**src/sv/xenc_pkg.sv**
```systemverilog
package xenc_pkg;

    localparam int unsigned HEAD_MAX = 4;

    // operation selectors
    localparam logic [4:0] FN_MOV_RI64  = 5'd0;
    localparam logic [4:0] FN_MOV_MR    = 5'd1;
    localparam logic [4:0] FN_MOV_RM    = 5'd2;
    localparam logic [4:0] FN_ADD_RAX   = 5'd3;
    localparam logic [4:0] FN_SUB_RAX   = 5'd4;
    localparam logic [4:0] FN_XOR_RR    = 5'd5;
    localparam logic [4:0] FN_PUSH_IMM  = 5'd6;
    localparam logic [4:0] FN_XCHG      = 5'd7;
    localparam logic [4:0] FN_MOV_RSP   = 5'd8;
    localparam logic [4:0] FN_XOR_RI    = 5'd9;
    localparam logic [4:0] FN_ADD_RR    = 5'd10;
    localparam logic [4:0] FN_SUB_RR    = 5'd11;
    localparam logic [4:0] FN_TEST_R8   = 5'd12;
    localparam logic [4:0] FN_SETCC     = 5'd13;
    localparam logic [4:0] FN_JCC_NEAR  = 5'd14;
    localparam logic [4:0] FN_JCC_SHORT = 5'd15;

    localparam logic [7:0] REX_W        = 8'h48;
    localparam logic [7:0] OP_MOV_RI    = 8'hB8;
    localparam logic [7:0] OP_TWO_BYTE  = 8'h0F;
    localparam logic [7:0] MODRM_DIRECT = 8'hC0;
    localparam logic [7:0] OP_MOV_MR    = 8'h89;
    localparam logic [7:0] OP_MOV_RM    = 8'h8B;
    localparam logic [7:0] OP_ADD_EAX   = 8'h05;
    localparam logic [7:0] OP_SUB_EAX   = 8'h2D;
    localparam logic [7:0] OP_XOR_RR    = 8'h31;
    localparam logic [7:0] OP_PUSH_IMM  = 8'h68;
    localparam logic [7:0] OP_XCHG      = 8'h87;
    localparam logic [7:0] OP_MOV_MI    = 8'hC7;
    localparam logic [7:0] MODRM_SIB    = 8'h04;
    localparam logic [7:0] SIB_RSP      = 8'h24;
    localparam logic [7:0] OP_GRP1_IMM  = 8'h81;
    localparam logic [7:0] OP_ADD_RR    = 8'h01;
    localparam logic [7:0] OP_SUB_RR    = 8'h29;
    localparam logic [7:0] OP_TEST_R8   = 8'h84;
    localparam logic [7:0] OP_SETCC     = 8'h90;
    localparam logic [7:0] OP_JCC_NEAR  = 8'h80;
    localparam logic [7:0] OP_JCC_SHORT = 8'h70;
    localparam logic [2:0] GRP1_XOR     = 3'd6;

    // classified instruction: fixed head bytes, then a little-endian immediate
    typedef struct packed {
        logic [HEAD_MAX-1:0][7:0] head;
        logic [2:0]               head_cnt;
        logic [3:0]               imm_len;
        logic [63:0]              immediate;
        logic                     unsupported;
    } xenc_item_t;

    function automatic logic [7:0] modrm(input logic [3:0] rm, input logic [2:0] reg_f);
        modrm = MODRM_DIRECT | {2'b00, reg_f, rm[2:0]};
    endfunction

endpackage

```
**src/sv/xenc_in_if.sv**
```systemverilog
interface xenc_in_if;
    logic        valid;
    logic        ready;
    logic [4:0]  func;
    logic [3:0]  cond;
    logic [3:0]  rm_reg;
    logic [3:0]  reg_reg;
    logic [7:0]  rex_given;
    logic [63:0] immediate;

    modport source (
        output valid, func, cond, rm_reg, reg_reg, rex_given, immediate,
        input  ready
    );
    modport sink (
        input  valid, func, cond, rm_reg, reg_reg, rex_given, immediate,
        output ready
    );
endinterface

```
**src/sv/xenc_out_if.sv**
```systemverilog
interface xenc_out_if;
    logic       valid;
    logic       ready;
    logic [7:0] code_byte;
    logic       last;
    logic       unsupported;

    modport source (
        output valid, code_byte, last, unsupported,
        input  ready
    );
    modport sink (
        input  valid, code_byte, last, unsupported,
        output ready
    );
endinterface

```
**src/sv/xenc_front.sv**
```systemverilog
module xenc_front (
    input  logic                clk,
    input  logic                rst_n,
    xenc_in_if.sink             in_ch,
    output logic                push_valid,
    output xenc_pkg::xenc_item_t push_item,
    input  logic                push_ready
);

    logic                 valid_reg;
    logic                 valid_next;
    xenc_pkg::xenc_item_t item_reg;
    xenc_pkg::xenc_item_t item_next;
    logic                 take;

    logic [2:0][7:0] ops;
    logic [1:0]      op_cnt;
    logic [3:0]      imm_len;
    logic [3:0]      brm;
    logic [3:0]      breg;
    logic            need_rex;
    logic [7:0]      rex;

    assign in_ch.ready = !valid_reg || push_ready;
    assign take        = in_ch.valid && in_ch.ready;
    assign push_valid  = valid_reg;
    assign push_item   = item_reg;

    always_comb
    begin
        ops     = '0;
        op_cnt  = 2'd2;
        imm_len = 4'd0;
        case (in_ch.func)
            xenc_pkg::FN_MOV_RI64:
            begin
                ops[0]  = xenc_pkg::OP_MOV_RI | {5'd0, in_ch.rm_reg[2:0]};
                op_cnt  = 2'd1;
                imm_len = 4'd8;
            end
            xenc_pkg::FN_MOV_MR:
            begin
                ops[0] = xenc_pkg::OP_MOV_MR;
                ops[1] = xenc_pkg::modrm(in_ch.rm_reg, in_ch.reg_reg[2:0]);
            end
            xenc_pkg::FN_MOV_RM:
            begin
                ops[0] = xenc_pkg::OP_MOV_RM;
                ops[1] = xenc_pkg::modrm(in_ch.reg_reg, in_ch.rm_reg[2:0]);
            end
            xenc_pkg::FN_ADD_RAX:
            begin
                ops[0]  = xenc_pkg::OP_ADD_EAX;
                op_cnt  = 2'd1;
                imm_len = 4'd4;
            end
            xenc_pkg::FN_SUB_RAX:
            begin
                ops[0]  = xenc_pkg::OP_SUB_EAX;
                op_cnt  = 2'd1;
                imm_len = 4'd4;
            end
            xenc_pkg::FN_XOR_RR:
            begin
                ops[0] = xenc_pkg::OP_XOR_RR;
                ops[1] = xenc_pkg::modrm(in_ch.rm_reg, in_ch.reg_reg[2:0]);
            end
            xenc_pkg::FN_PUSH_IMM:
            begin
                ops[0]  = xenc_pkg::OP_PUSH_IMM;
                op_cnt  = 2'd1;
                imm_len = 4'd4;
            end
            xenc_pkg::FN_XCHG:
            begin
                ops[0] = xenc_pkg::OP_XCHG;
                ops[1] = xenc_pkg::modrm(in_ch.rm_reg, in_ch.reg_reg[2:0]);
            end
            xenc_pkg::FN_MOV_RSP:
            begin
                ops[0]  = xenc_pkg::OP_MOV_MI;
                ops[1]  = xenc_pkg::MODRM_SIB;
                ops[2]  = xenc_pkg::SIB_RSP;
                op_cnt  = 2'd3;
                imm_len = 4'd4;
            end
            xenc_pkg::FN_XOR_RI:
            begin
                ops[0]  = xenc_pkg::OP_GRP1_IMM;
                ops[1]  = xenc_pkg::modrm(in_ch.rm_reg, xenc_pkg::GRP1_XOR);
                imm_len = 4'd4;
            end
            xenc_pkg::FN_ADD_RR:
            begin
                ops[0] = xenc_pkg::OP_ADD_RR;
                ops[1] = xenc_pkg::modrm(in_ch.rm_reg, in_ch.reg_reg[2:0]);
            end
            xenc_pkg::FN_SUB_RR:
            begin
                ops[0] = xenc_pkg::OP_SUB_RR;
                ops[1] = xenc_pkg::modrm(in_ch.rm_reg, in_ch.reg_reg[2:0]);
            end
            xenc_pkg::FN_TEST_R8:
            begin
                ops[0] = xenc_pkg::OP_TEST_R8;
                ops[1] = xenc_pkg::modrm(in_ch.rm_reg, in_ch.reg_reg[2:0]);
            end
            xenc_pkg::FN_SETCC:
            begin
                ops[0] = xenc_pkg::OP_TWO_BYTE;
                ops[1] = xenc_pkg::OP_SETCC | {4'd0, in_ch.cond};
                ops[2] = xenc_pkg::MODRM_DIRECT | {5'd0, in_ch.rm_reg[2:0]};
                op_cnt = 2'd3;
            end
            xenc_pkg::FN_JCC_NEAR:
            begin
                ops[0]  = xenc_pkg::OP_TWO_BYTE;
                ops[1]  = xenc_pkg::OP_JCC_NEAR | {4'd0, in_ch.cond};
                imm_len = 4'd4;
            end
            xenc_pkg::FN_JCC_SHORT:
            begin
                ops[0]  = xenc_pkg::OP_JCC_SHORT | {4'd0, in_ch.cond};
                op_cnt  = 2'd1;
                imm_len = 4'd1;
            end
            default:
            begin
                // unsupported: a single zero byte
                op_cnt = 2'd1;
            end
        endcase
    end

    always_comb
    begin
        // load from memory swaps the operands in ModRM
        brm      = (in_ch.func == xenc_pkg::FN_MOV_RM) ? in_ch.reg_reg : in_ch.rm_reg;
        breg     = (in_ch.func == xenc_pkg::FN_MOV_RM) ? in_ch.rm_reg  : in_ch.reg_reg;
        need_rex = (in_ch.rex_given != 8'd0) || in_ch.rm_reg[3] || in_ch.reg_reg[3]
                   || (in_ch.func == xenc_pkg::FN_MOV_RI64)
                   || (in_ch.func == xenc_pkg::FN_ADD_RAX);
        rex      = (in_ch.rex_given != 8'd0) ? in_ch.rex_given
                   : (xenc_pkg::REX_W | {5'd0, breg[3], 1'b0, brm[3]});

        item_next             = '0;
        item_next.immediate   = in_ch.immediate;
        item_next.unsupported = in_ch.func[4];
        if (in_ch.func[4])
        begin
            item_next.head_cnt = 3'd1;
        end
        else if (need_rex)
        begin
            item_next.head[0]  = rex;
            item_next.head[1]  = ops[0];
            item_next.head[2]  = ops[1];
            item_next.head[3]  = ops[2];
            item_next.head_cnt = {1'b0, op_cnt} + 3'd1;
            item_next.imm_len  = imm_len;
        end
        else
        begin
            item_next.head[0]  = ops[0];
            item_next.head[1]  = ops[1];
            item_next.head[2]  = ops[2];
            item_next.head_cnt = {1'b0, op_cnt};
            item_next.imm_len  = imm_len;
        end
    end

    always_comb
    begin
        valid_next = valid_reg;
        if (take)
        begin
            valid_next = 1'b1;
        end
        else if (push_ready)
        begin
            valid_next = 1'b0;
        end
    end

    always_ff @(posedge clk or negedge rst_n)
    begin
        if (!rst_n)
        begin
            valid_reg <= 1'b0;
        end
        else
        begin
            valid_reg <= valid_next;
        end
    end

    always_ff @(posedge clk)
    begin
        if (take)
        begin
            item_reg <= item_next;
        end
    end

endmodule

```
**src/sv/xenc_queue.sv**
```systemverilog
module xenc_queue #(
    parameter int unsigned DEPTH = 2
) (
    input  logic                 clk,
    input  logic                 rst_n,
    input  logic                 push_valid,
    input  xenc_pkg::xenc_item_t push_item,
    output logic                 push_ready,
    output logic                 pop_valid,
    output xenc_pkg::xenc_item_t pop_item,
    input  logic                 pop_ready
);

    localparam int unsigned PTR_W = (DEPTH > 1) ? $clog2(DEPTH) : 1;
    localparam int unsigned CNT_W = $clog2(DEPTH + 1);
    localparam logic [PTR_W-1:0] PTR_LAST = PTR_W'(DEPTH - 1);
    localparam logic [CNT_W-1:0] CNT_FULL = CNT_W'(DEPTH);

    xenc_pkg::xenc_item_t slots [DEPTH];

    logic [PTR_W-1:0] wr_ptr_reg;
    logic [PTR_W-1:0] wr_ptr_next;
    logic [PTR_W-1:0] rd_ptr_reg;
    logic [PTR_W-1:0] rd_ptr_next;
    logic [CNT_W-1:0] count_reg;
    logic [CNT_W-1:0] count_next;
    logic             push;
    logic             pop;

    assign push_ready = (count_reg != CNT_FULL);
    assign pop_valid  = (count_reg != '0);
    assign push       = push_valid && push_ready;
    assign pop        = pop_valid && pop_ready;
    assign pop_item   = slots[rd_ptr_reg];

    always_comb
    begin
        wr_ptr_next = wr_ptr_reg;
        rd_ptr_next = rd_ptr_reg;
        count_next  = count_reg;
        if (push)
        begin
            wr_ptr_next = (wr_ptr_reg == PTR_LAST) ? '0 : wr_ptr_reg + 1'b1;
        end
        if (pop)
        begin
            rd_ptr_next = (rd_ptr_reg == PTR_LAST) ? '0 : rd_ptr_reg + 1'b1;
        end
        if (push && !pop)
        begin
            count_next = count_reg + 1'b1;
        end
        else if (pop && !push)
        begin
            count_next = count_reg - 1'b1;
        end
    end

    always_ff @(posedge clk or negedge rst_n)
    begin
        if (!rst_n)
        begin
            wr_ptr_reg <= '0;
            rd_ptr_reg <= '0;
            count_reg  <= '0;
        end
        else
        begin
            wr_ptr_reg <= wr_ptr_next;
            rd_ptr_reg <= rd_ptr_next;
            count_reg  <= count_next;
        end
    end

    always_ff @(posedge clk)
    begin
        if (push)
        begin
            slots[wr_ptr_reg] <= push_item;
        end
    end

endmodule

```
**src/sv/xenc_back.sv**
```systemverilog
module xenc_back (
    input  logic                 clk,
    input  logic                 rst_n,
    input  logic                 pop_valid,
    input  xenc_pkg::xenc_item_t pop_item,
    output logic                 pop_ready,
    xenc_out_if.source           out_ch
);

    xenc_pkg::xenc_item_t cur_reg;
    logic                 cur_valid_reg;
    logic                 cur_valid_next;
    logic [3:0]           idx_reg;
    logic [3:0]           idx_next;

    logic                 out_valid_reg;
    logic                 out_valid_next;
    logic [7:0]           byte_reg;
    logic                 last_reg;
    logic                 uns_reg;

    logic                 advance;
    logic                 emit;
    logic [3:0]           total;
    logic                 final_byte;
    logic [3:0]           imm_off;
    logic [7:0]           sel_byte;

    assign advance    = !out_valid_reg || out_ch.ready;
    assign emit       = advance && cur_valid_reg;
    assign total      = {1'b0, cur_reg.head_cnt} + cur_reg.imm_len;
    assign final_byte = (idx_reg == total - 4'd1);
    assign pop_ready  = !cur_valid_reg || (emit && final_byte);
    assign imm_off    = idx_reg - {1'b0, cur_reg.head_cnt};

    assign out_ch.valid       = out_valid_reg;
    assign out_ch.code_byte   = byte_reg;
    assign out_ch.last        = last_reg;
    assign out_ch.unsupported = uns_reg;

    always_comb
    begin
        if (idx_reg < {1'b0, cur_reg.head_cnt})
        begin
            sel_byte = cur_reg.head[idx_reg[1:0]];
        end
        else
        begin
            sel_byte = cur_reg.immediate[{imm_off[2:0], 3'b000} +: 8];
        end
    end

    always_comb
    begin
        cur_valid_next = cur_valid_reg;
        idx_next       = idx_reg;
        out_valid_next = out_valid_reg;
        if (advance)
        begin
            out_valid_next = cur_valid_reg;
        end
        if (emit)
        begin
            idx_next = idx_reg + 4'd1;
        end
        if (pop_ready)
        begin
            // load the next instruction right behind the final byte
            cur_valid_next = pop_valid;
            idx_next       = '0;
        end
    end

    always_ff @(posedge clk or negedge rst_n)
    begin
        if (!rst_n)
        begin
            cur_valid_reg <= 1'b0;
            idx_reg       <= '0;
            out_valid_reg <= 1'b0;
        end
        else
        begin
            cur_valid_reg <= cur_valid_next;
            idx_reg       <= idx_next;
            out_valid_reg <= out_valid_next;
        end
    end

    always_ff @(posedge clk)
    begin
        if (pop_ready && pop_valid)
        begin
            cur_reg <= pop_item;
        end
        if (emit)
        begin
            byte_reg <= sel_byte;
            last_reg <= final_byte;
            uns_reg  <= cur_reg.unsupported;
        end
    end

endmodule

```
**src/sv/x86_64_instruction_encoder_unit.sv**
```systemverilog
// Encodes one abstract x86-64 instruction per request into its machine code,
// delivered one byte per output transfer with last set on the final byte; an
// unknown selector yields a single zero byte flagged unsupported. An
// instruction has 1 to 10 bytes; the back-end byte serializer sends one byte
// per cycle while the receiver is ready. A new request is taken every cycle
// while the instruction queue has room; a request's bytes pass through the
// front-end register, a queue slot and the back-end registers. QUEUE_DEPTH
// sets how many classified instructions can wait between front and back end.
module x86_64_instruction_encoder_unit #(
    parameter int unsigned QUEUE_DEPTH = 2
) (
    input  logic       clk,
    input  logic       rst_n,
    xenc_in_if.sink    in_ch,
    xenc_out_if.source out_ch
);

    logic                 push_valid;
    logic                 push_ready;
    xenc_pkg::xenc_item_t push_item;
    logic                 pop_valid;
    logic                 pop_ready;
    xenc_pkg::xenc_item_t pop_item;

    xenc_front u_front (
        .clk        (clk),
        .rst_n      (rst_n),
        .in_ch      (in_ch),
        .push_valid (push_valid),
        .push_item  (push_item),
        .push_ready (push_ready)
    );

    xenc_queue #(
        .DEPTH (QUEUE_DEPTH)
    ) u_queue (
        .clk        (clk),
        .rst_n      (rst_n),
        .push_valid (push_valid),
        .push_item  (push_item),
        .push_ready (push_ready),
        .pop_valid  (pop_valid),
        .pop_item   (pop_item),
        .pop_ready  (pop_ready)
    );

    xenc_back u_back (
        .clk       (clk),
        .rst_n     (rst_n),
        .pop_valid (pop_valid),
        .pop_item  (pop_item),
        .pop_ready (pop_ready),
        .out_ch    (out_ch)
    );

endmodule

```
**src/flat_wrapper.sv**
```systemverilog
// flat-port wrapper written by rule: the top's interface ports become plain ports
module x86_64_instruction_encoder_unit_flat 
#(
    parameter int unsigned QUEUE_DEPTH = 2
)
  (clk, rst_n, in_ch_valid, in_ch_func, in_ch_cond, in_ch_rm_reg, in_ch_reg_reg, in_ch_rex_given, in_ch_immediate, in_ch_ready, out_ch_valid, out_ch_code_byte, out_ch_last, out_ch_unsupported, out_ch_ready);
  xenc_in_if in_ch_i ();
  xenc_out_if out_ch_i ();
  input  logic clk;
  input  logic rst_n;
  input wire logic [$bits(in_ch_i.valid)-1:0] in_ch_valid;
  input wire logic [$bits(in_ch_i.func)-1:0] in_ch_func;
  input wire logic [$bits(in_ch_i.cond)-1:0] in_ch_cond;
  input wire logic [$bits(in_ch_i.rm_reg)-1:0] in_ch_rm_reg;
  input wire logic [$bits(in_ch_i.reg_reg)-1:0] in_ch_reg_reg;
  input wire logic [$bits(in_ch_i.rex_given)-1:0] in_ch_rex_given;
  input wire logic [$bits(in_ch_i.immediate)-1:0] in_ch_immediate;
  output wire logic [$bits(in_ch_i.ready)-1:0] in_ch_ready;
  output wire logic [$bits(out_ch_i.valid)-1:0] out_ch_valid;
  output wire logic [$bits(out_ch_i.code_byte)-1:0] out_ch_code_byte;
  output wire logic [$bits(out_ch_i.last)-1:0] out_ch_last;
  output wire logic [$bits(out_ch_i.unsupported)-1:0] out_ch_unsupported;
  input wire logic [$bits(out_ch_i.ready)-1:0] out_ch_ready;
  assign in_ch_i.valid = in_ch_valid;
  assign in_ch_i.func = in_ch_func;
  assign in_ch_i.cond = in_ch_cond;
  assign in_ch_i.rm_reg = in_ch_rm_reg;
  assign in_ch_i.reg_reg = in_ch_reg_reg;
  assign in_ch_i.rex_given = in_ch_rex_given;
  assign in_ch_i.immediate = in_ch_immediate;
  assign in_ch_ready = in_ch_i.ready;
  assign out_ch_valid = out_ch_i.valid;
  assign out_ch_code_byte = out_ch_i.code_byte;
  assign out_ch_last = out_ch_i.last;
  assign out_ch_unsupported = out_ch_i.unsupported;
  assign out_ch_i.ready = out_ch_ready;
  x86_64_instruction_encoder_unit #(.QUEUE_DEPTH(QUEUE_DEPTH)) u_core (.clk(clk), .rst_n(rst_n), .in_ch(in_ch_i), .out_ch(out_ch_i));
endmodule
```
**config.mk**
```make
export PLATFORM = sky130hd
export DESIGN_NAME = x86_64_instruction_encoder_unit_flat
export DESIGN_NICKNAME = d
export VERILOG_FILES = /design/src/sv/xenc_pkg.sv /design/src/sv/xenc_in_if.sv /design/src/sv/xenc_out_if.sv /design/src/sv/xenc_front.sv /design/src/sv/xenc_queue.sv /design/src/sv/xenc_back.sv /design/src/sv/x86_64_instruction_encoder_unit.sv /design/src/flat_wrapper.sv
export SDC_FILE = /design/constraint.sdc
export NUM_CORES = 1
export LEC_CHECK = 0
export ABC_CLOCK_PERIOD_IN_PS = 9700
export BUFFER_PORTS_ARGS = -buffer_cell sky130_fd_sc_hd__buf_2
export CAP_MARGIN = 10
export CORE_UTILIZATION = 64
export CTS_CLUSTER_SIZE = 20
export DETAILED_ROUTE_END_ITERATION = 8
export PLACE_DENSITY = 0.83
export SYNTH_ARGS = -nofsm -noshare
export SYNTH_HDL_FRONTEND = slang
export SYNTH_HIERARCHICAL = 1
export SYNTH_SLANG_ARGS = --single-unit
export TNS_END_PERCENT = 1
```
**constraint.sdc**
```tcl
create_clock -name clk -period 9.7 [get_ports clk]
set_clock_uncertainty 0.15 [all_clocks]
set_input_delay 0.97 -clock clk [delete_from_list [all_inputs] [get_ports clk]]
set_output_delay 0.97 -clock clk [all_outputs]
set_load 0.005 [all_outputs]
```
==> flow_metrics.env, run 1 <==
export IMPL_crit_fanout=82
export IMPL_yosysTopAreaCell="edfxtp_1"
export IMPL_yosysSeqAreaShare=0.765
export IMPL_cts_buffers=42
export IMPL_dpl_hpwl_mm=18.4
export IMPL_h_tree_depth=2
export IMPL_place_area_sq_mm=0.0176
export IMPL_reg2reg_from="u_core/u_back/cur_reg[70]"
export IMPL_ys_seq_elements=433
export IMPL_critical_path_arrival_ps=3970
export IMPL_stdcell_count=1343
export IMPL_r2r_slack_ps=5720
export IMPL_cts_tree="yes"
export IMPL_diodes=0
export IMPL_dp_slack_ps=5730
export IMPL_fmax_mhz=251
export IMPL_ant_nets=0
export IMPL_synthArstFlopShare=0.0254
export IMPL_syn_area_sq_mm=0.0169
export IMPL_drt_iter0_drc=941
export IMPL_post_route_min_period_ps=3980
export IMPL_reg2reg_to="u_core/u_back/cur_reg[14]"
export IMPL_synth_area_leaders="edfxtp_1 (75%), mux2_4 (4.4%), mux2_2 (3.7%)"
export IMPL_cpMostUsedCell="inv_1"
export IMPL_synth_edff_count=422
export IMPL_worstRegToRegCells=11
export IMPL_critPathLaunchType="flip-flop"
export IMPL_io_buffers=104
export IMPL_drv_slew=0
export IMPL_post_cts_buffers=0
export IMPL_grt_use_total=0.234
export IMPL_routedWlPerCell_um=23.1
export IMPL_core_area_sq_mm=0.0260
export IMPL_critPathKind="flip-flop to flip-flop"
export IMPL_gp_congestion=0.911
export IMPL_holdWs_ps=161
export IMPL_synthCells=860
export IMPL_yosysWarningCount=6
export IMPL_hp_class="input pin to async pin"
export IMPL_cp_slowest_cell="buf_4"
export IMPL_via_per_inst=5.99
export IMPL_yosysMostFrequentCell="edfxtp_1"
export IMPL_finalSetupViolations=0
export IMPL_status="finished clean"
export IMPL_grt_max_degree=83
export IMPL_largest_reg_flops=208
export IMPL_grt_pass1_vias=8082
export IMPL_endpoint_kind="flip-flop"
export IMPL_grt_ovfl_total=0
export IMPL_synth_cell_types=69
export IMPL_tns_ps=0
export IMPL_synth_common_cells="edfxtp_1 (422), mux2_2 (56), mux2_4 (50)"
export IMPL_fin_ws_ps=5720
export IMPL_cap_violations=0
export IMPL_area_delta_synth_final_pct=11.6
export IMPL_maxSlewHeadroom=0.217
export IMPL_ir_drop_uv=241
export IMPL_place_inst=1268
export IMPL_root_buffer="clkbuf_16"
export IMPL_clk_latency_ps=540
export IMPL_initial_core_util=0.651
export IMPL_hold_viol=0
export IMPL_fin_crit_sh=0.410
export IMPL_cpPeakStageDelay_ps=860
export IMPL_crit_chain="inv_1 > ha_1 > inv_1 > ha_1 > inv_1 > fa_1 > xor2_1 > nand3_4 > o31ai_4 > and2_4 > buf_4"
export IMPL_rsz0062_at_grt="false"
export IMPL_fillers=1503
export IMPL_tightest_slew_ps=1170
export IMPL_synth_ff_type="edfxtp_1"
export IMPL_clock_sinks=433
export IMPL_clk_path_buf_depth=3
export IMPL_drive_gt1_frac=0.313
export IMPL_vias=8051
export IMPL_die_area_sq_mm=0.0271
export IMPL_cts_resized=0
export IMPL_post_route_cell_area_sq_mm=0.0189
export IMPL_synth_top_area_frac=0.749
export IMPL_grt_first_pass_wirelength_mm=46.3
export IMPL_num_nets_final=1080
export IMPL_clk_pin_slew_ps=60
export IMPL_grt_antenna_before_repair=0
export IMPL_cts_hold_fix_buffers=0
export IMPL_routed_wl_mm=31.0
export IMPL_drc_errors=0
export IMPL_power_leakage_nw=6.65
export IMPL_power_density_mw_per_mm2=309
export IMPL_die_width_um=165
export IMPL_die_y_um=165
export IMPL_syn_mean_instance_area_sq_um=19.7
export IMPL_rows=59
export IMPL_drt_first_pass_iters=8
export IMPL_cp_required_ps=9700
export IMPL_io_pins=105
==> critical path, delay by kind of cell (launching register included) <==
family                     cells  cell delay [ps]
AOI/OAI and AO/OA              1              290
buffers and inverters          4             1050
DFF                            1              420
and+or+nand+nor                2              540
adders and majority gates      3              850
xor gates and xnor gates       1              240
==> cells by family after synthesis <==
family	count (synthesis)	share of synthesized area
AO/OA/AOI/OAI	91	0.0368
XOR/XNOR	15	0.00976
adder cells (fa/ha/maj)	10	0.00828
buffers and inverters	57	0.0235
flip-flops	433	0.765
multiplexers	141	0.121
other	1	0.000222
AND/OR/NAND/NOR	112	0.0347
==> how the worst max path moves through the flow <==
stage	from	end	slack, ps	cells after the start
after floorplan	u_core/u_queue/count_reg[0]	u_core/u_queue/slots[0][0]	4040	3
after global placement	u_core/u_back/cur_reg[70]	u_core/u_back/cur_reg[62]	5830	11
after detailed placement	u_core/u_back/cur_reg[70]	u_core/u_back/cur_reg[46]	5730	11
after CTS	u_core/u_back/cur_reg[70]	u_core/u_back/cur_reg[38]	5730	11
after global routing	u_core/u_back/cur_reg[70]	u_core/u_back/cur_reg[38]	5510	11
final	u_core/u_back/cur_reg[70]	u_core/u_back/cur_reg[14]	5720	11
==> cells in the final DEF (no fill, tap or decap), types with 8 or more instances in the layout <==
cell type / count
buf_2: 104
mux2_2: 56
ha_1: 8
edfxtp_1: 422
a21oi_1: 33
nand2_1: 19
dfrtp_1: 10
nor3_1: 9
mux2_4: 50
nor2_1: 37
nand2b_1: 10
inv_1: 16
o21ai_0: 11
clkinv_1: 13
mux2i_1: 11
clkbuf_16: 43
mux4_2: 18
==> through the flow <==
step,util,total power [mW]
after floorplan,-,4.00
final,0.727,5.83
after CTS,0.727,5.88
after global routing,0.727,6.07
after detailed placement,0.677,4.32
after global placement,0.677,4.26
==> area by class of cell <==
cell class | count | area, sq um | area share
well taps | 335 | 419 | 0.0222
flip-flops and latches | 433 | 13000 | 0.686
clock inverters | 24 | 168 | 0.00888
multi-input cells | 372 | 3600 | 0.191
clock buffers | 51 | 1120 | 0.0591
repair buffers | 110 | 566 | 0.0299
inverters | 18 | 67.6 | 0.00358
==> report_power, final <==
group          internal [mW]  leakage, nW  switching (mW)
Sequential              2.73         4.08           0.218
Clock                  0.872        0.631           0.646
Combinational          0.618         1.93           0.754
==> per-layer routing <==
metal / wire length, um / share of wire / global-route usage / vias up
li1: - / - / - / 3620
met1: 12500 / 0.40 / 0.321 / 4039
met4: 715 / 0.023 / 0.0734 / 0
met3: 1990 / 0.064 / 0.0412 / 52
met5: 0 / 0 / 0 / -
met2: 15700 / 0.51 / 0.387 / 340
No activity file was read; power rests on OpenSTA's default activity.
==> run 2: changes to the inputs <==
--- a/config.mk
+++ b/config.mk
@@ -5,13 +5,13 @@
 export SDC_FILE = /design/constraint.sdc
 export NUM_CORES = 1
 export LEC_CHECK = 0
-export ABC_CLOCK_PERIOD_IN_PS = 9700
+export ABC_CLOCK_PERIOD_IN_PS = 4100
 export BUFFER_PORTS_ARGS = -buffer_cell sky130_fd_sc_hd__buf_2
 export CAP_MARGIN = 10
-export CORE_UTILIZATION = 64
+export CORE_UTILIZATION = 60
 export CTS_CLUSTER_SIZE = 20
 export DETAILED_ROUTE_END_ITERATION = 8
-export PLACE_DENSITY = 0.83
+export PLACE_DENSITY = 0.79
 export SYNTH_ARGS = -nofsm -noshare
 export SYNTH_HDL_FRONTEND = slang
 export SYNTH_HIERARCHICAL = 1
==> constraint.sdc (replaced) <==
create_clock -name clk -period 4.1 [get_ports clk]
set_clock_uncertainty 0.15 [all_clocks]
set_input_delay 0.41 -clock clk [delete_from_list [all_inputs] [get_ports clk]]
set_output_delay 0.41 -clock clk [all_outputs]
set_load 0.005 [all_outputs]
==> run 2 against run 1 <==
  * Fmax grew 15%
  * Worst setup slack got worse by 5100 ps
  * First-iteration DRC count fell by 15%
  * Critical endpoint is now u_core/u_back/cur_reg[19]
  * Largest cell class unchanged
==> flow_metrics.env, run 2 (synthesis gave the netlist of run 1 again) <==
export IMPL_place_inst=1316
export IMPL_tns_ps=0
export IMPL_reg2reg_from="u_core/u_back/cur_reg[70]"
export IMPL_hp_class="input pin to flip-flop"
export IMPL_root_buffer="clkbuf_16"
export IMPL_drive_gt1_frac=0.298
export IMPL_layout_commonest_cell="edfxtp_1"
export IMPL_fin_crit_sh=0.846
export IMPL_io_pins=105
export IMPL_post_route_min_period_ps=3470
export IMPL_largest_reg_flops=208
export IMPL_mostFrequentLayoutCells="edfxtp_1 (422), buf_2 (104), dlygate4sd3_1 (66), mux2_2 (56), mux2_4 (50)"
export IMPL_worstHoldEndpoint="u_core/u_front/push_item[73]"
export IMPL_clk_path_buf_depth=3
export IMPL_grt_max_degree=105
export IMPL_endpoint_kind="flip-flop"
export IMPL_clk_pin_slew_ps=60
export IMPL_critPathLaunchType="flip-flop"
export IMPL_pwr_share_seq=0.496
export IMPL_seqCellArea_sq_mm=0.0130
export IMPL_initial_core_util=0.609
export IMPL_p_sw_mw=3.90
export IMPL_reg2reg_to="u_core/u_back/cur_reg[19]"
export IMPL_diodes=0
export IMPL_drv_slew=0
export IMPL_core_area_sq_mm=0.0278
export IMPL_dpl_hpwl_mm=18.9
export IMPL_power_density_mw_per_mm2=713
export IMPL_critPathKind="flip-flop to flip-flop"
export IMPL_hold_depth=2
export IMPL_ir_drop_uv=422
export IMPL_p_total_mw=14.1
export IMPL_grt_pass1_vias=8416
export IMPL_rows=61
export IMPL_vias=8368
export IMPL_io_buffers=104
export IMPL_power_internal_mw=10.2
export IMPL_r2r_slack_ps=630
export IMPL_cts_tree="yes"
export IMPL_power_share_combinational=0.237
export IMPL_crit_chain="inv_1 > ha_1 > inv_1 > ha_1 > inv_1 > fa_1 > xor2_1 > nand3_4 > o31ai_4 > and2_4 > buf_12"
export IMPL_num_nets_final=1152
export IMPL_power_leakage_nw=6.99
export IMPL_cp_slowest_cell="fa_1"
export IMPL_drt_first_pass_iters=7
export IMPL_grt_first_pass_wirelength_mm=49.0
export IMPL_rsz0062_at_grt="false"
export IMPL_cp_required_ps=4150
export IMPL_cts_resized=0
export IMPL_clk_latency_ps=530
export IMPL_crit_fanout=47
export IMPL_clock_sinks=433
export IMPL_cpMostUsedCell="inv_1"
export IMPL_multiInputGateArea_sq_mm=0.00360
export IMPL_critical_path_arrival_ps=3520
export IMPL_routedWlPerCell_um=22.3
export IMPL_worstRegToRegCells=11
export IMPL_p_sw_frac=0.277
export IMPL_drt_iter0_drc=799
export IMPL_gp_congestion=0.920
export IMPL_fillers=1662
export IMPL_ant_nets=0
export IMPL_via_per_inst=5.73
export IMPL_finalSetupViolations=0
export IMPL_tightest_slew_ps=996
export IMPL_crit_buf_inv=4
export IMPL_cts_buffers=43
export IMPL_grt_ovfl_total=0
export IMPL_h_tree_depth=2
export IMPL_p_clk_frac=0.267
export IMPL_fmax_mhz=288
export IMPL_cpLargestDelayFamily="adder cells"
export IMPL_cap_violations=0
export IMPL_maxSlewHeadroom=0.336
export IMPL_grt_antenna_before_repair=0
export IMPL_hold_viol=0
export IMPL_grt_use_total=0.232
export IMPL_status="finished clean"
export IMPL_die_width_um=170
export IMPL_cpPeakStageDelay_ps=490
export IMPL_hold_path_startpoint="in_ch_rex_given[1]"
export IMPL_die_area_sq_mm=0.0289
export IMPL_routed_wl_mm=32.6
export IMPL_die_y_um=170
export IMPL_area_delta_synth_final_pct=16.8
export IMPL_drc_errors=0
export IMPL_stdcell_count=1460
==> run 2: timing repair <==
| action | in CTS | in global routing |
|---|---|---|
| hold buffers | 66 | 0 |
| setup buffers | 0 | 0 |
| hold endpoints to repair | 76 | 0 |
==> run 2: power by group through the flow <==
stage / clock network, mW / registers (mW) / logic [mW]
after floorplan: 0 / 6.83 / 2.61
after global placement: 0 / 6.97 / 3.18
after detailed placement: 0 / 7.05 / 3.24
after CTS: 3.80 / 6.99 / 3.35
after global routing: 3.98 / 7.08 / 3.56
final: 3.76 / 6.99 / 3.34
==> run 2: per-stage QoR <==
step	util	area, sq um	setup slack, ps	hold WS (ps)
after global routing	0.711	19800	464	40.0
after global placement	0.639	17800	791	142
after CTS	0.711	19800	641	39.8
after detailed placement	0.639	17800	672	147
final	0.711	19800	630	58.2
after floorplan	-	16900	-995	-35.6
==> run 2: metal layers <==
layer | up-vias | global-route usage | wire [um]
li1 | 3770 | - | -
met1 | 4210 | 0.310 | 13500
met2 | 326 | 0.391 | 16400
met3 | 62 | 0.0349 | 1880
met4 | 0 | 0.0803 | 875
met5 | - | 0 | 0
==> run 2: area by class of cell <==
class | instances | area share
Clock buffer | 49 | 0.0556
Clock inverter | 29 | 0.0123
Inverter | 18 | 0.00342
Multi-Input combinational cell | 372 | 0.182
Sequential cell | 433 | 0.656
Tap cell | 378 | 0.0239
Timing Repair Buffer | 181 | 0.0671
==> run 2: worst max path at each step <==
stage	startpoint	endpoint	slack, ps	cells after the start
3_5_place_dp	u_core/u_back/cur_reg[70]	u_core/u_back/cur_reg[13]	670	11
4_1_cts	u_core/u_back/cur_reg[70]	u_core/u_back/cur_reg[29]	640	11
6_report	u_core/u_back/cur_reg[70]	u_core/u_back/cur_reg[19]	630	11
5_1_grt	u_core/u_back/cur_reg[70]	u_core/u_back/cur_reg[10]	460	11
3_3_place_gp	u_core/u_back/cur_reg[70]	u_core/u_back/cur_reg[6]	790	11
2_1_floorplan	u_core/u_back/cur_reg[70]	u_core/u_back/cur_reg[0]	-1000	10
==> run 3: changes to the inputs <==
--- a/config.mk
+++ b/config.mk
@@ -5,7 +5,7 @@
 export SDC_FILE = /design/constraint.sdc
 export NUM_CORES = 1
 export LEC_CHECK = 0
-export ABC_CLOCK_PERIOD_IN_PS = 4100
+export ABC_CLOCK_PERIOD_IN_PS = 3400
 export BUFFER_PORTS_ARGS = -buffer_cell sky130_fd_sc_hd__buf_2
 export CAP_MARGIN = 10
 export CORE_UTILIZATION = 60
==> constraint.sdc (replaced) <==
create_clock -name clk -period 3.4 [get_ports clk]
set_clock_uncertainty 0.15 [all_clocks]
set_input_delay 0.34 -clock clk [delete_from_list [all_inputs] [get_ports clk]]
set_output_delay 0.34 -clock clk [all_outputs]
set_load 0.005 [all_outputs]
==> run 3 against run 2 <==
  * Combinational power rose by 25%
  * Power rose by 20%
  * Routed wire length fell by 0.75%
  * Core utilization barely moved
  * Design area barely moved
  * Sequential share of layout area barely moved
  * Worst setup slack got worse by 380 ps
  * Critical endpoint is now u_core/u_back/cur_reg[91]
  * Largest power group unchanged
==> flow_metrics.env, run 3 (synthesis gave the netlist of run 1 again) <==
export IMPL_status="finished clean"
export IMPL_cp_required_ps=3450
export IMPL_dp_slack_ps=232
export IMPL_hold_viol=0
export IMPL_grt_max_degree=56
export IMPL_routed_wl_mm=32.4
export IMPL_ant_nets=0
export IMPL_grt_ovfl_total=0
export IMPL_endpoint_kind="flip-flop"
export IMPL_cpPeakStageDelay_ps=530
export IMPL_rows=61
export IMPL_r2r_slack_ps=250
export IMPL_die_width_um=170
export IMPL_critical_path_arrival_ps=3200
export IMPL_hp_class="input pin to flip-flop"
export IMPL_clk_path_buf_depth=3
export IMPL_cpLargestDelayFamily="adder cells"
export IMPL_finalSetupViolations=0
export IMPL_fmax_mhz=317
export IMPL_tightest_slew_ps=854
export IMPL_hold_depth=3
export IMPL_worstRegToRegCells=11
export IMPL_vias=8352
export IMPL_layout_commonest_cell="edfxtp_1"
export IMPL_core_area_sq_mm=0.0278
export IMPL_drc_errors=0
export IMPL_fin_ws_ps=247
export IMPL_initial_core_util=0.609
export IMPL_grt_pass1_vias=8577
export IMPL_cts_tree="yes"
export IMPL_num_nets_final=1160
export IMPL_fillers=1664
export IMPL_post_route_min_period_ps=3150
export IMPL_crit_chain="inv_1 > ha_1 > inv_1 > ha_1 > inv_1 > fa_1 > xor2_2 > nand3_4 > o31ai_4 > and2_4 > buf_12"
export IMPL_drv_slew=0
export IMPL_crit_start="u_core/u_back/cur_reg[70]"
export IMPL_area_delta_synth_final_pct=16.8
export IMPL_cp_slowest_cell="fa_1"
export IMPL_routedWlPerCell_um=22.1
export IMPL_root_buffer="clkbuf_16"
export IMPL_die_area_sq_mm=0.0289
export IMPL_cpMostUsedCell="inv_1"
export IMPL_power_leakage_nw=7.01
export IMPL_gp_congestion=0.890
export IMPL_reg2reg_from="u_core/u_back/cur_reg[70]"
export IMPL_power_density_mw_per_mm2=852
export IMPL_cts_buffers=42
export IMPL_fin_crit_sh=0.927
export IMPL_clk_pin_slew_ps=60
export IMPL_crit_end="u_core/u_back/cur_reg[91]"
export IMPL_die_y_um=170
export IMPL_critPathKind="flip-flop to flip-flop"
export IMPL_p_total_mw=16.8
export IMPL_crit_fanout=55
export IMPL_largest_reg_flops=208
export IMPL_diodes=0
export IMPL_drt_iter0_drc=700
export IMPL_ir_drop_uv=530
export IMPL_drive_gt1_frac=0.305
export IMPL_h_tree_depth=2
export IMPL_drt_first_pass_iters=5
export IMPL_clk_latency_ps=540
export IMPL_clock_sinks=433
export IMPL_reg2reg_to="u_core/u_back/cur_reg[91]"
export IMPL_io_pins=105
export IMPL_cap_violations=0
export IMPL_io_buffers=104
export IMPL_maxSlewHeadroom=0.431
export IMPL_grt_first_pass_wirelength_mm=49.3
export IMPL_crit_buf_inv=4
export IMPL_critPathLaunchType="flip-flop"
export IMPL_dpl_hpwl_mm=18.6
export IMPL_mostFrequentLayoutCells="edfxtp_1 (422), buf_2 (104), dlygate4sd3_1 (68), mux2_2 (56), mux2_4 (50)"
export IMPL_via_per_inst=5.70
export IMPL_grt_antenna_before_repair=0
export IMPL_grt_use_total=0.230
export IMPL_cp_depth=11
export IMPL_hold_path_startpoint="in_ch_rex_given[7]"
export IMPL_rsz0062_at_grt="false"
[run 3: changes by cell type in the layout (fill, tap and decap cells not counted), sizes merged]
| cell | change |
|---|---|
| buf | +7 |
| bufinv | -3 |
| clkbuf | +3 |
| clkinv | -3 |
| clkinvlp | -1 |
| dlygate4sd3 | +2 |
[run 3: how the worst min path moves through the flow]
stage	end	slack (ps)
finish	u_core/u_front/push_item[79]	30
global route	u_core/u_front/push_item[96]	40
CTS	u_core/u_front/push_item[96]	20
detailed placement	u_core/u_back/out_ch.valid	80
global placement	u_core/u_back/out_ch.valid	70
floorplan	u_core/u_back/cur_valid_reg	-110
[run 3: area by class of cell]
class | count | area, sq um | area share
Multi-Input combinational cell | 372 | 3610 | 0.182
Sequential cell | 433 | 13000 | 0.655
Timing Repair Buffer | 190 | 1400 | 0.0708
Inverter | 18 | 67.6 | 0.00342
Tap cell | 378 | 473 | 0.0239
Clock inverter | 22 | 153 | 0.00773
Clock buffer | 52 | 1110 | 0.0562
[run 3: tightest hold or removal path, cell delays in order]
cell	delay, ps
buf_2	90
a21oi_1	40
nor2_1	120
[run 3: repair_timing]
item	CTS	global route
resized for setup	0	1
hold buffers	68	0
hold endpoints to repair	78	0
endpoints found under the setup margin	0	95
buffers inserted	0	1
[run 3: through the flow]
step / utilization / instance area [sq um] / hold WS [ps] / setup TNS, ps / instances
2_1_floorplan: - / 16900 / -106 / -43700 / 862
3_3_place_gp: 0.641 / 17800 / 73.0 / 0 / 1322
3_5_place_dp: 0.641 / 17800 / 78.9 / 0 / 1322
4_1_cts: 0.711 / 19700 / 16.0 / 0 / 1464
5_1_grt: 0.711 / 19800 / 35.0 / 0 / 1465
6_report: 0.711 / 19800 / 33.6 / 0 / 1465
[run 3: layer usage]
layer / part of all wire / track usage
met5: 0 / 0
met4: 0.022 / 0.0701
met3: 0.056 / 0.0316
met2: 0.51 / 0.397
met1: 0.41 / 0.306
[run 3: power breakdown]
group / leakage, nW / switching, mW / internal [mW]
Combinational: 2.30 / 2.25 / 1.91
Sequential: 4.08 / 0.607 / 7.76
Clock: 0.626 / 1.90 / 2.41
Total: 7.01 / 4.75 / 12.1
